<file path="src/rtl/sxtok_pkg.sv">
package sxtok_pkg;

	// Depth of the queue between the scanner and the output stage
	localparam int QUEUE_DEPTH = 4;

	typedef enum logic [2:0] {
		MODE_IDLE    = 3'd0,
		MODE_COMMENT = 3'd1,
		MODE_STRING  = 3'd2,
		MODE_ESCAPE  = 3'd3,
		MODE_NUMBER  = 3'd4,
		MODE_SYMBOL  = 3'd5
	} mode_t;

	localparam logic [2:0] TK_OPEN   = 3'd0;
	localparam logic [2:0] TK_CLOSE  = 3'd1;
	localparam logic [2:0] TK_STRING = 3'd2;
	localparam logic [2:0] TK_NUMBER = 3'd3;
	localparam logic [2:0] TK_SYMBOL = 3'd4;

	localparam logic [7:0] CH_SPACE     = 8'h20;
	localparam logic [7:0] CH_TAB       = 8'h09;
	localparam logic [7:0] CH_CR        = 8'h0D;
	localparam logic [7:0] CH_NEWLINE   = 8'h0A;
	localparam logic [7:0] CH_BELL      = 8'h07;
	localparam logic [7:0] CH_LPAREN    = 8'h28;
	localparam logic [7:0] CH_RPAREN    = 8'h29;
	localparam logic [7:0] CH_LSQUARE   = 8'h5B;
	localparam logic [7:0] CH_RSQUARE   = 8'h5D;
	localparam logic [7:0] CH_SEMICOLON = 8'h3B;
	localparam logic [7:0] CH_QUOTE     = 8'h22;
	localparam logic [7:0] CH_BACKSLASH = 8'h5C;
	localparam logic [7:0] CH_DOT       = 8'h2E;
	localparam logic [7:0] CH_DIGIT_0   = 8'h30;
	localparam logic [7:0] CH_DIGIT_9   = 8'h39;
	localparam logic [7:0] CH_LOWER_T   = 8'h74;
	localparam logic [7:0] CH_LOWER_R   = 8'h72;
	localparam logic [7:0] CH_LOWER_N   = 8'h6E;
	localparam logic [7:0] CH_LOWER_A   = 8'h61;

	typedef struct packed {
		logic [2:0] token_kind;
		logic       has_char;
		logic [7:0] out_char;
		logic       token_end;
		logic       bad_escape;
		logic       last;
	} item_t;

	// Up to two result items caused by one input item
	typedef struct packed {
		item_t item0;
		item_t item1;
		logic  two;
	} entry_t;

	function automatic item_t make_item(logic [2:0] k, logic has, logic [7:0] ch,
			logic e, logic bad);
		item_t it;
		it.token_kind = k;
		it.has_char   = has;
		it.out_char   = has ? ch : 8'h00;
		it.token_end  = e;
		it.bad_escape = bad;
		it.last       = 1'b0;
		return it;
	endfunction

endpackage

</file>
<file path="src/rtl/sxtok_front.sv">
module sxtok_front (
	input  logic              clk,
	input  logic              arst_n,
	input  logic              in_valid,
	output logic              in_ready,
	input  logic              kind,
	input  logic [7:0]        text_byte,
	input  logic              q_full,
	output logic              push,
	output sxtok_pkg::entry_t push_entry
);
	import sxtok_pkg::*;

	mode_t      mode_q, mode_d;
	logic       fire;
	logic [7:0] c;
	logic       is_blank, is_digit, is_open, is_close;

	mode_t      idle_mode;
	logic       idle_emit;
	item_t      idle_item;

	logic       esc_ok;
	logic [7:0] esc_ch;

	logic       emit0, emit1;
	item_t      item0, item1;

	assign in_ready = !q_full;
	assign fire     = in_valid && in_ready;
	assign c        = text_byte;

	assign is_blank = (c == CH_SPACE) || (c inside {[CH_TAB:CH_CR]});
	assign is_digit = c inside {[CH_DIGIT_0:CH_DIGIT_9]};
	assign is_open  = (c == CH_LPAREN) || (c == CH_LSQUARE);
	assign is_close = (c == CH_RPAREN) || (c == CH_RSQUARE);

	// byte seen from idle: also used to rescan a terminator
	always_comb begin
		idle_mode = MODE_IDLE;
		idle_emit = 1'b0;
		idle_item = make_item(TK_OPEN, 1'b0, 8'h00, 1'b0, 1'b0);
		if (is_blank) begin
			idle_mode = MODE_IDLE;
		end else if (is_open) begin
			idle_emit = 1'b1;
			idle_item = make_item(TK_OPEN, 1'b0, 8'h00, 1'b1, 1'b0);
		end else if (is_close) begin
			idle_emit = 1'b1;
			idle_item = make_item(TK_CLOSE, 1'b0, 8'h00, 1'b1, 1'b0);
		end else if (c == CH_SEMICOLON) begin
			idle_mode = MODE_COMMENT;
		end else if (c == CH_QUOTE) begin
			idle_mode = MODE_STRING;
		end else if (is_digit) begin
			idle_mode = MODE_NUMBER;
			idle_emit = 1'b1;
			idle_item = make_item(TK_NUMBER, 1'b1, c, 1'b0, 1'b0);
		end else begin
			idle_mode = MODE_SYMBOL;
			idle_emit = 1'b1;
			idle_item = make_item(TK_SYMBOL, 1'b1, c, 1'b0, 1'b0);
		end
	end

	always_comb begin
		esc_ok = 1'b1;
		case (c)
			CH_LOWER_T:   esc_ch = CH_TAB;
			CH_LOWER_R:   esc_ch = CH_CR;
			CH_LOWER_N:   esc_ch = CH_NEWLINE;
			CH_LOWER_A:   esc_ch = CH_BELL;
			CH_BACKSLASH: esc_ch = CH_BACKSLASH;
			default: begin
				esc_ch = 8'h00;
				esc_ok = 1'b0;
			end
		endcase
	end

	always_ff @(posedge clk or negedge arst_n) begin
		if (!arst_n) begin
			mode_q <= MODE_IDLE;
		end else if (fire) begin
			mode_q <= mode_d;
		end
	end

	always_comb begin
		mode_d = mode_q;
		emit0  = 1'b0;
		emit1  = 1'b0;
		item0  = make_item(TK_OPEN, 1'b0, 8'h00, 1'b0, 1'b0);
		item1  = make_item(TK_OPEN, 1'b0, 8'h00, 1'b0, 1'b0);
		if (kind) begin
			// end of input closes any open token
			mode_d = MODE_IDLE;
			case (mode_q)
				MODE_STRING, MODE_ESCAPE: begin
					emit0 = 1'b1;
					item0 = make_item(TK_STRING, 1'b0, 8'h00, 1'b1, 1'b0);
				end
				MODE_NUMBER: begin
					emit0 = 1'b1;
					item0 = make_item(TK_NUMBER, 1'b0, 8'h00, 1'b1, 1'b0);
				end
				MODE_SYMBOL: begin
					emit0 = 1'b1;
					item0 = make_item(TK_SYMBOL, 1'b0, 8'h00, 1'b1, 1'b0);
				end
				default: begin
					emit0 = 1'b0;
				end
			endcase
		end else begin
			case (mode_q)
				MODE_COMMENT: begin
					if (c == CH_NEWLINE) begin
						mode_d = MODE_IDLE;
					end
				end
				MODE_STRING: begin
					if (c == CH_BACKSLASH) begin
						mode_d = MODE_ESCAPE;
					end else if (c == CH_QUOTE) begin
						mode_d = MODE_IDLE;
						emit0  = 1'b1;
						item0  = make_item(TK_STRING, 1'b0, 8'h00, 1'b1, 1'b0);
					end else begin
						emit0 = 1'b1;
						item0 = make_item(TK_STRING, 1'b1, c, 1'b0, 1'b0);
					end
				end
				MODE_ESCAPE: begin
					mode_d = MODE_STRING;
					emit0  = 1'b1;
					item0  = make_item(TK_STRING, esc_ok, esc_ch, 1'b0, !esc_ok);
				end
				MODE_NUMBER: begin
					emit0 = 1'b1;
					if (is_digit || c == CH_DOT) begin
						item0 = make_item(TK_NUMBER, 1'b1, c, 1'b0, 1'b0);
					end else begin
						item0  = make_item(TK_NUMBER, 1'b0, 8'h00, 1'b1, 1'b0);
						item1  = idle_item;
						emit1  = idle_emit;
						mode_d = idle_mode;
					end
				end
				MODE_SYMBOL: begin
					emit0 = 1'b1;
					if (is_blank) begin
						item0  = make_item(TK_SYMBOL, 1'b0, 8'h00, 1'b1, 1'b0);
						mode_d = MODE_IDLE;
					end else if (is_open || is_close || c == CH_SEMICOLON) begin
						item0  = make_item(TK_SYMBOL, 1'b0, 8'h00, 1'b1, 1'b0);
						item1  = idle_item;
						emit1  = idle_emit;
						mode_d = idle_mode;
					end else begin
						item0 = make_item(TK_SYMBOL, 1'b1, c, 1'b0, 1'b0);
					end
				end
				default: begin
					// idle, and the unused codes
					emit0  = idle_emit;
					item0  = idle_item;
					mode_d = idle_mode;
				end
			endcase
		end
		item0.last = !emit1;
		item1.last = 1'b1;
	end

	assign push             = fire && emit0;
	assign push_entry.item0 = item0;
	assign push_entry.item1 = item1;
	assign push_entry.two   = emit1;

endmodule

</file>
<file path="src/rtl/sxtok_queue.sv">
module sxtok_queue #(
	parameter int QUEUE_DEPTH = sxtok_pkg::QUEUE_DEPTH
) (
	input  logic              clk,
	input  logic              arst_n,
	input  logic              push,
	input  sxtok_pkg::entry_t push_entry,
	input  logic              pop,
	output sxtok_pkg::entry_t head,
	output logic              not_empty,
	output logic              full
);
	import sxtok_pkg::*;

	localparam int PTR_W = (QUEUE_DEPTH > 1) ? $clog2(QUEUE_DEPTH) : 1;
	localparam int CNT_W = $clog2(QUEUE_DEPTH + 1);

	entry_t             entries_q [QUEUE_DEPTH];
	logic [PTR_W-1:0]   wr_ptr_q, rd_ptr_q;
	logic [CNT_W-1:0]   count_q;
	logic               do_push, do_pop;

	function automatic logic [PTR_W-1:0] ptr_next(logic [PTR_W-1:0] p);
		return (p == PTR_W'(QUEUE_DEPTH - 1)) ? '0 : p + 1'b1;
	endfunction

	assign full      = (count_q == CNT_W'(QUEUE_DEPTH));
	assign not_empty = (count_q != '0);
	assign do_push   = push && !full;
	assign do_pop    = pop && not_empty;
	assign head      = entries_q[rd_ptr_q];

	always_ff @(posedge clk) begin
		if (do_push) begin
			entries_q[wr_ptr_q] <= push_entry;
		end
	end

	always_ff @(posedge clk or negedge arst_n) begin
		if (!arst_n) begin
			wr_ptr_q <= '0;
			rd_ptr_q <= '0;
			count_q  <= '0;
		end else begin
			if (do_push) begin
				wr_ptr_q <= ptr_next(wr_ptr_q);
			end
			if (do_pop) begin
				rd_ptr_q <= ptr_next(rd_ptr_q);
			end
			if (do_push && !do_pop) begin
				count_q <= count_q + 1'b1;
			end else if (do_pop && !do_push) begin
				count_q <= count_q - 1'b1;
			end
		end
	end

endmodule

</file>
<file path="src/rtl/sxtok_back.sv">
module sxtok_back (
	input  logic              clk,
	input  logic              arst_n,
	input  sxtok_pkg::entry_t head,
	input  logic              head_valid,
	output logic              pop,
	output logic              out_valid,
	input  logic              out_ready,
	output sxtok_pkg::item_t  out_item
);
	import sxtok_pkg::*;

	logic  out_valid_q;
	item_t item_q;
	logic  second_q;	// first of a pair already loaded into the output register
	logic  load;

	assign load      = !out_valid_q || out_ready;
	assign pop       = load && head_valid && (!head.two || second_q);
	assign out_valid = out_valid_q;
	assign out_item  = item_q;

	always_ff @(posedge clk) begin
		if (load && head_valid) begin
			item_q <= second_q ? head.item1 : head.item0;
		end
	end

	always_ff @(posedge clk or negedge arst_n) begin
		if (!arst_n) begin
			out_valid_q <= 1'b0;
			second_q    <= 1'b0;
		end else if (load) begin
			out_valid_q <= head_valid;
			if (head_valid) begin
				second_q <= head.two && !second_q;
			end
		end
	end

endmodule

</file>
<file path="src/rtl/s_expression_tokenizer.sv">
// Channel   Handshake              Payload
// input     in_valid / in_ready    kind, text_byte
// output    out_valid / out_ready  token_kind, has_char, out_char, token_end,
//                                  bad_escape, last
//
// Takes one byte per cycle while the queue has room. A byte that causes two
// items (the end of a number or symbol followed by a rescanned terminator)
// occupies the output stage for both items in turn; the entry queue
// (QUEUE_DEPTH, default 4) absorbs these. The first item is written into the
// queue when its byte is accepted, then loaded into the output register.
// Reset: scanner idle, queue empty, no output item pending.
// in_ready drops only when the queue is full; out_ready low stalls the output
// stage alone while the scanner keeps filling the queue.
module s_expression_tokenizer #(
	parameter int QUEUE_DEPTH = sxtok_pkg::QUEUE_DEPTH
) (
	input  logic       clk,
	input  logic       arst_n,
	input  logic       in_valid,
	output logic       in_ready,
	input  logic       kind,
	input  logic [7:0] text_byte,
	output logic       out_valid,
	input  logic       out_ready,
	output logic [2:0] token_kind,
	output logic       has_char,
	output logic [7:0] out_char,
	output logic       token_end,
	output logic       bad_escape,
	output logic       last
);
	import sxtok_pkg::*;

	// scanner -> queue
	logic   push;
	entry_t push_entry;
	logic   q_full;

	// queue -> output stage
	entry_t head;
	logic   head_valid;
	logic   pop;

	item_t  out_item;

	// Front: mode register and byte classification, at most one entry per byte
	sxtok_front u_front (
		.clk        (clk),
		.arst_n     (arst_n),
		.in_valid   (in_valid),
		.in_ready   (in_ready),
		.kind       (kind),
		.text_byte  (text_byte),
		.q_full     (q_full),
		.push       (push),
		.push_entry (push_entry)
	);

	// Entry queue: decouples the scanner from output stalls
	sxtok_queue #(
		.QUEUE_DEPTH (QUEUE_DEPTH)
	) u_queue (
		.clk        (clk),
		.arst_n     (arst_n),
		.push       (push),
		.push_entry (push_entry),
		.pop        (pop),
		.head       (head),
		.not_empty  (head_valid),
		.full       (q_full)
	);

	// Back: unpacks each entry into one or two output items
	sxtok_back u_back (
		.clk        (clk),
		.arst_n     (arst_n),
		.head       (head),
		.head_valid (head_valid),
		.pop        (pop),
		.out_valid  (out_valid),
		.out_ready  (out_ready),
		.out_item   (out_item)
	);

	assign token_kind = out_item.token_kind;
	assign has_char   = out_item.has_char;
	assign out_char   = out_item.out_char;
	assign token_end  = out_item.token_end;
	assign bad_escape = out_item.bad_escape;
	assign last       = out_item.last;

	// a dropped escape is a non-final string item
	a_bad_escape_string: assert property (@(posedge clk) disable iff (!arst_n)
		out_valid && bad_escape |-> token_kind == TK_STRING && !token_end && !has_char)
		else $error("bad_escape on a non-string or closing item");

	// no character without a token character flag
	a_char_zero: assert property (@(posedge clk) disable iff (!arst_n)
		out_valid && !has_char |-> out_char == 8'h00)
		else $error("out_char nonzero without has_char");

	// the second item of a pair follows right after the first
	a_pair_follows: assert property (@(posedge clk) disable iff (!arst_n)
		out_valid && out_ready && !last |=> out_valid && last)
		else $error("second item of a pair not delivered next");

	// a character item never closes a token
	a_char_not_end: assert property (@(posedge clk) disable iff (!arst_n)
		out_valid && has_char |-> !token_end && !bad_escape)
		else $error("character item flagged as token end");

endmodule

</file>
<file path="config.mk">
export PLATFORM = sky130hd
export DESIGN_NAME = s_expression_tokenizer
export DESIGN_NICKNAME = d
export VERILOG_FILES = /design/src/rtl/sxtok_pkg.sv /design/src/rtl/sxtok_front.sv /design/src/rtl/sxtok_queue.sv /design/src/rtl/sxtok_back.sv /design/src/rtl/s_expression_tokenizer.sv
export SDC_FILE = /design/constraint.sdc
export NUM_CORES = 1
export LEC_CHECK = 0
export ABC_AREA = 1
export BUFFER_PORTS_ARGS = -buffer_cell sky130_fd_sc_hd__buf_4
export CAP_MARGIN = 15
export CORE_MARGIN = 5
export CORE_UTILIZATION = 35
export DETAILED_ROUTE_END_ITERATION = 12
export PLACE_DENSITY = 0.47
export SYNTH_ARGS = -nofsm -noshare
export SYNTH_HDL_FRONTEND = slang
export SYNTH_SLANG_ARGS = --single-unit
export TNS_END_PERCENT = 1
</file>
<file path="constraint.sdc">
create_clock -name clk -period 3.34 [get_ports clk]
set_input_delay 0 -clock clk [delete_from_list [all_inputs] [get_ports clk]]
set_output_delay 0 -clock clk [all_outputs]
set_load 0.02 [all_outputs]
</file>
==> impl_metrics.env <==
export IMPL_insertion_delay_ps=410
export IMPL_drv_slew=0
export IMPL_initial_core_util=0.356
export IMPL_synthCells=665
export IMPL_synth_seq_area_share=0.634
export IMPL_synth_cell_area_sq_mm=0.00668
export IMPL_fp_dieArea_sq_mm=0.0219
export IMPL_final_nets=724
export IMPL_leakagePower_nw=3.07
export IMPL_critPathRequiredTime_ps=3680
export IMPL_ys_seq_elements=143
export IMPL_dp_worst_setup_slack_ps=721
export IMPL_worst_slew_pin_slew_ps=766
export IMPL_swShare=0.349
export IMPL_crit_start="u_front.mode_q[2]$_DFFE_PN0P_"
export IMPL_drt_total_wl_microns=16300
export IMPL_rows=50
export IMPL_drc=0
export IMPL_overflow=0
export IMPL_p_comb_frac=0.332
export IMPL_wire_per_inst_microns=17.2
export IMPL_setup_viol=0
export IMPL_tns_ps=0
export IMPL_ant_nets=0
export IMPL_ir_drop_mv=0.327
export IMPL_rsz0062_at_grt="false"
export IMPL_p_int_w=0.00448
export IMPL_clock_fmax_ghz=0.380
export IMPL_power_density_mw_per_mm2=874
export IMPL_seqPwrFrac=0.384
export IMPL_cts_buffers=17
export IMPL_synth_avg_cell_area_sq_um=10.0
export IMPL_dpl_hpwl_microns=10700
export IMPL_min_path_type="in2reg"
export IMPL_clk_pin_slew_ps=60
export IMPL_p_sw_w=0.00240
export IMPL_finalCritPeriodShare=0.788
export IMPL_fin_ws_ps=708
export IMPL_cp_max_fo=7
export IMPL_relSlewSlack=0.486
export IMPL_period_needed_ps=2630
export IMPL_grt_use_total=0.156
export IMPL_first_global_vias=4742
export IMPL_htree_levels=4
export IMPL_via_count=4824
export IMPL_cap_violations=0
export IMPL_cp_end_kind="register"
export IMPL_ioPinCount=30
export IMPL_antennaDiodeCount=0
export IMPL_cp_arrival_ps=2970
export IMPL_drt_iter0_markers=343
export IMPL_outcome="finished, final reports clean"
export IMPL_hold_viol_final=0
export IMPL_min_from="in_valid"
export IMPL_timing_rr_start="u_front.mode_q[2]$_DFFE_PN0P_"
export IMPL_grt_pass1_wl_microns=26500
export IMPL_finClkSkew_ps=9.34
export IMPL_path_class="reg2reg"
export IMPL_drive_gt1_frac=0.153
export IMPL_antenna_found_initial=0
export IMPL_gp_congestion=0.925
export IMPL_grt_max_degree=58
export IMPL_portBuffers=29
export IMPL_die_h_microns=148
export IMPL_cts_sinks=143
export IMPL_ys_warn_count=0
export IMPL_post_cts_setup_buffers=0
export IMPL_core_area_sq_mm=0.0188
export IMPL_cts_root_buf="clkbuf_16"
export IMPL_die_x_microns=148
export IMPL_drt_pass1_iter_count=4
export IMPL_power_frac_clock=0.284
export IMPL_cts_tree="built"
export IMPL_critical_path_startpoint_type="register"
export IMPL_viasPerCell=5.07
export IMPL_synthDistinctLibCells=37
export IMPL_syn_to_final_growth_pct=17.9
export IMPL_clk_path_buf_depth=2
## path summary, 6_finish.rpt
kind	end	slack [ps]	depth (start not counted)
hold reg to reg	u_queue.count_q[0]$_DFFE_PN0P_	540	1
setup / recovery	u_queue.count_q[2]$_DFFE_PN0P_	710	16
max in group asynchronous	u_queue.rd_ptr_q[0]$_DFFE_PN0P_	2240	3
min in group asynchronous	u_queue.count_q[1]$_DFFE_PN0P_	670	3
hold / removal	u_front.mode_q[0]$_DFFE_PN0P_	20	5
setup reg to reg	u_queue.count_q[2]$_DFFE_PN0P_	710	16
## flip-flops by register name (all words and copies together), names as in the netlist
register,flops
u_queue.wr_ptr_q,2
u_back.out_valid,1
u_queue.count_q,3
u_queue.entries_q,116
u_back.out_item,15
u_front.mode_q,3
u_back.second_q,1
u_queue.rd_ptr_q,2
## per-stage QoR
| stage | hold WS (ps) | cells | util | cell area, sq um | total power (W) |
|---|---|---|---|---|---|
| after floorplan | -296 | 668 | - | 6690 | 0.00420 |
| after global placement | -150 | 915 | 0.383 | 7180 | 0.00498 |
| after detailed placement | -146 | 915 | 0.383 | 7180 | 0.00500 |
| after CTS | 19.7 | 951 | 0.420 | 7870 | 0.00697 |
| after global routing | 50.4 | 951 | 0.420 | 7870 | 0.00737 |
| final | 23.4 | 951 | 0.420 | 7870 | 0.00688 |
## synth_stat cells (all sizes together)
| master | instances | share of area |
|---|---|---|
| a311oi | 1 | 0.0013 |
| o211ai | 2 | 0.0022 |
| clkinv | 1 | 0.00056 |
| o2111ai | 1 | 0.0013 |
| a31oi | 16 | 0.015 |
| o21ai | 67 | 0.050 |
| nor3 | 5 | 0.0037 |
| conb | 1 | 0.00056 |
| xor2 | 1 | 0.0013 |
| inv | 57 | 0.032 |
| xnor2 | 1 | 0.0013 |
| a21oi | 16 | 0.013 |
| a22oi | 1 | 0.0011 |
| o22ai | 13 | 0.012 |
| edfxtp | 131 | 0.59 |
| buf | 6 | 0.0051 |
| ha | 6 | 0.011 |
| nand2 | 95 | 0.061 |
| dfrtp | 12 | 0.045 |
| or2 | 1 | 0.00094 |
| fa | 1 | 0.0030 |
| a211oi | 1 | 0.0011 |
| clkbuf | 20 | 0.011 |
| nand3 | 33 | 0.025 |
| nand4 | 14 | 0.013 |
| nor2 | 161 | 0.098 |
| nor4 | 1 | 0.00094 |
## final cells by class
class | count | area [sq um]
clock buffer | 28 | 623
tap | 234 | 293
fill | 1809 | 10900
clock inverter | 4 | 27.5
inverter | 58 | 218
sequential | 143 | 4240
multi-input combinational | 441 | 2140
timing repair buffer | 43 | 333
## worst max-delay path, cell delays in order (launching register included)
cell and delay [ps]:
dfrtp_1 440, nor2_1 160, inv_1 100, nor2_2 250, nand2_1 160, nand3_1 100
nand3_1 100, nand2_2 120, nand2_4 90, inv_1 60, ha_1 130, inv_1 70
fa_1 440, nor2_1 110, nor2_1 50, nand2_1 70, xor2_1 130
## power groups by stage
stage,clock [W],sequential (W),combinational [W]
global placement,0,0.00267,0.00231
CTS,0.00199,0.00265,0.00233
floorplan,0,0.00277,0.00143
global route,0.00208,0.00268,0.00260
detailed placement,0,0.00268,0.00232
finish,0.00195,0.00264,0.00228
## cells in the final DEF (no fill, tap or decap), types with 2 or more instances in the layout
cell	n
nor3_1	5
clkbuf_8	5
inv_1	50
nor2_2	12
conb_1	4
edfxtp_1	131
nand2_2	11
nor2_1	146
o22ai_1	13
dfrtp_1	11
nand2_4	3
nand3_1	33
inv_2	7
ha_1	6
nor2_4	2
clkinv_4	2
o21ai_0	63
dlygate4sd3_1	4
o21ai_1	4
a31oi_1	15
o211ai_1	2
nand2_1	81
buf_4	39
a21oi_1	15
clkinv_2	2
clkbuf_16	22
nand4_1	14
## what timing repair did
| action | in CTS | in global routing |
|---|---|---|
| hold buffers | 4 | 0 |
| gates resized for setup | 0 | 0 |
| hold endpoints to repair | 14 | 0 |
## metal layers
layer | GRT usage | share of wire
met3 | 0.0305 | 0.040
met4 | 0.0596 | 0.023
met1 | 0.221 | 0.48
met5 | 0 | 0
met2 | 0.237 | 0.45
## cells by family (layout without fill, tap and decap cells)
kind of cell | after synthesis | count (layout) | share of synthesized area
AO/OA/AOI/OAI | 118 | 118 | 0.0971
XOR/XNOR | 2 | 2 | 0.00262
adder cells (fa/ha/maj) | 7 | 7 | 0.0142
buffers and inverters | 84 | 133 | 0.0489
flip-flops | 143 | 143 | 0.634
other | 1 | 4 | 0.000562
AND/OR/NAND/NOR | 310 | 310 | 0.203
No activity file was read; power rests on OpenSTA's default activity.
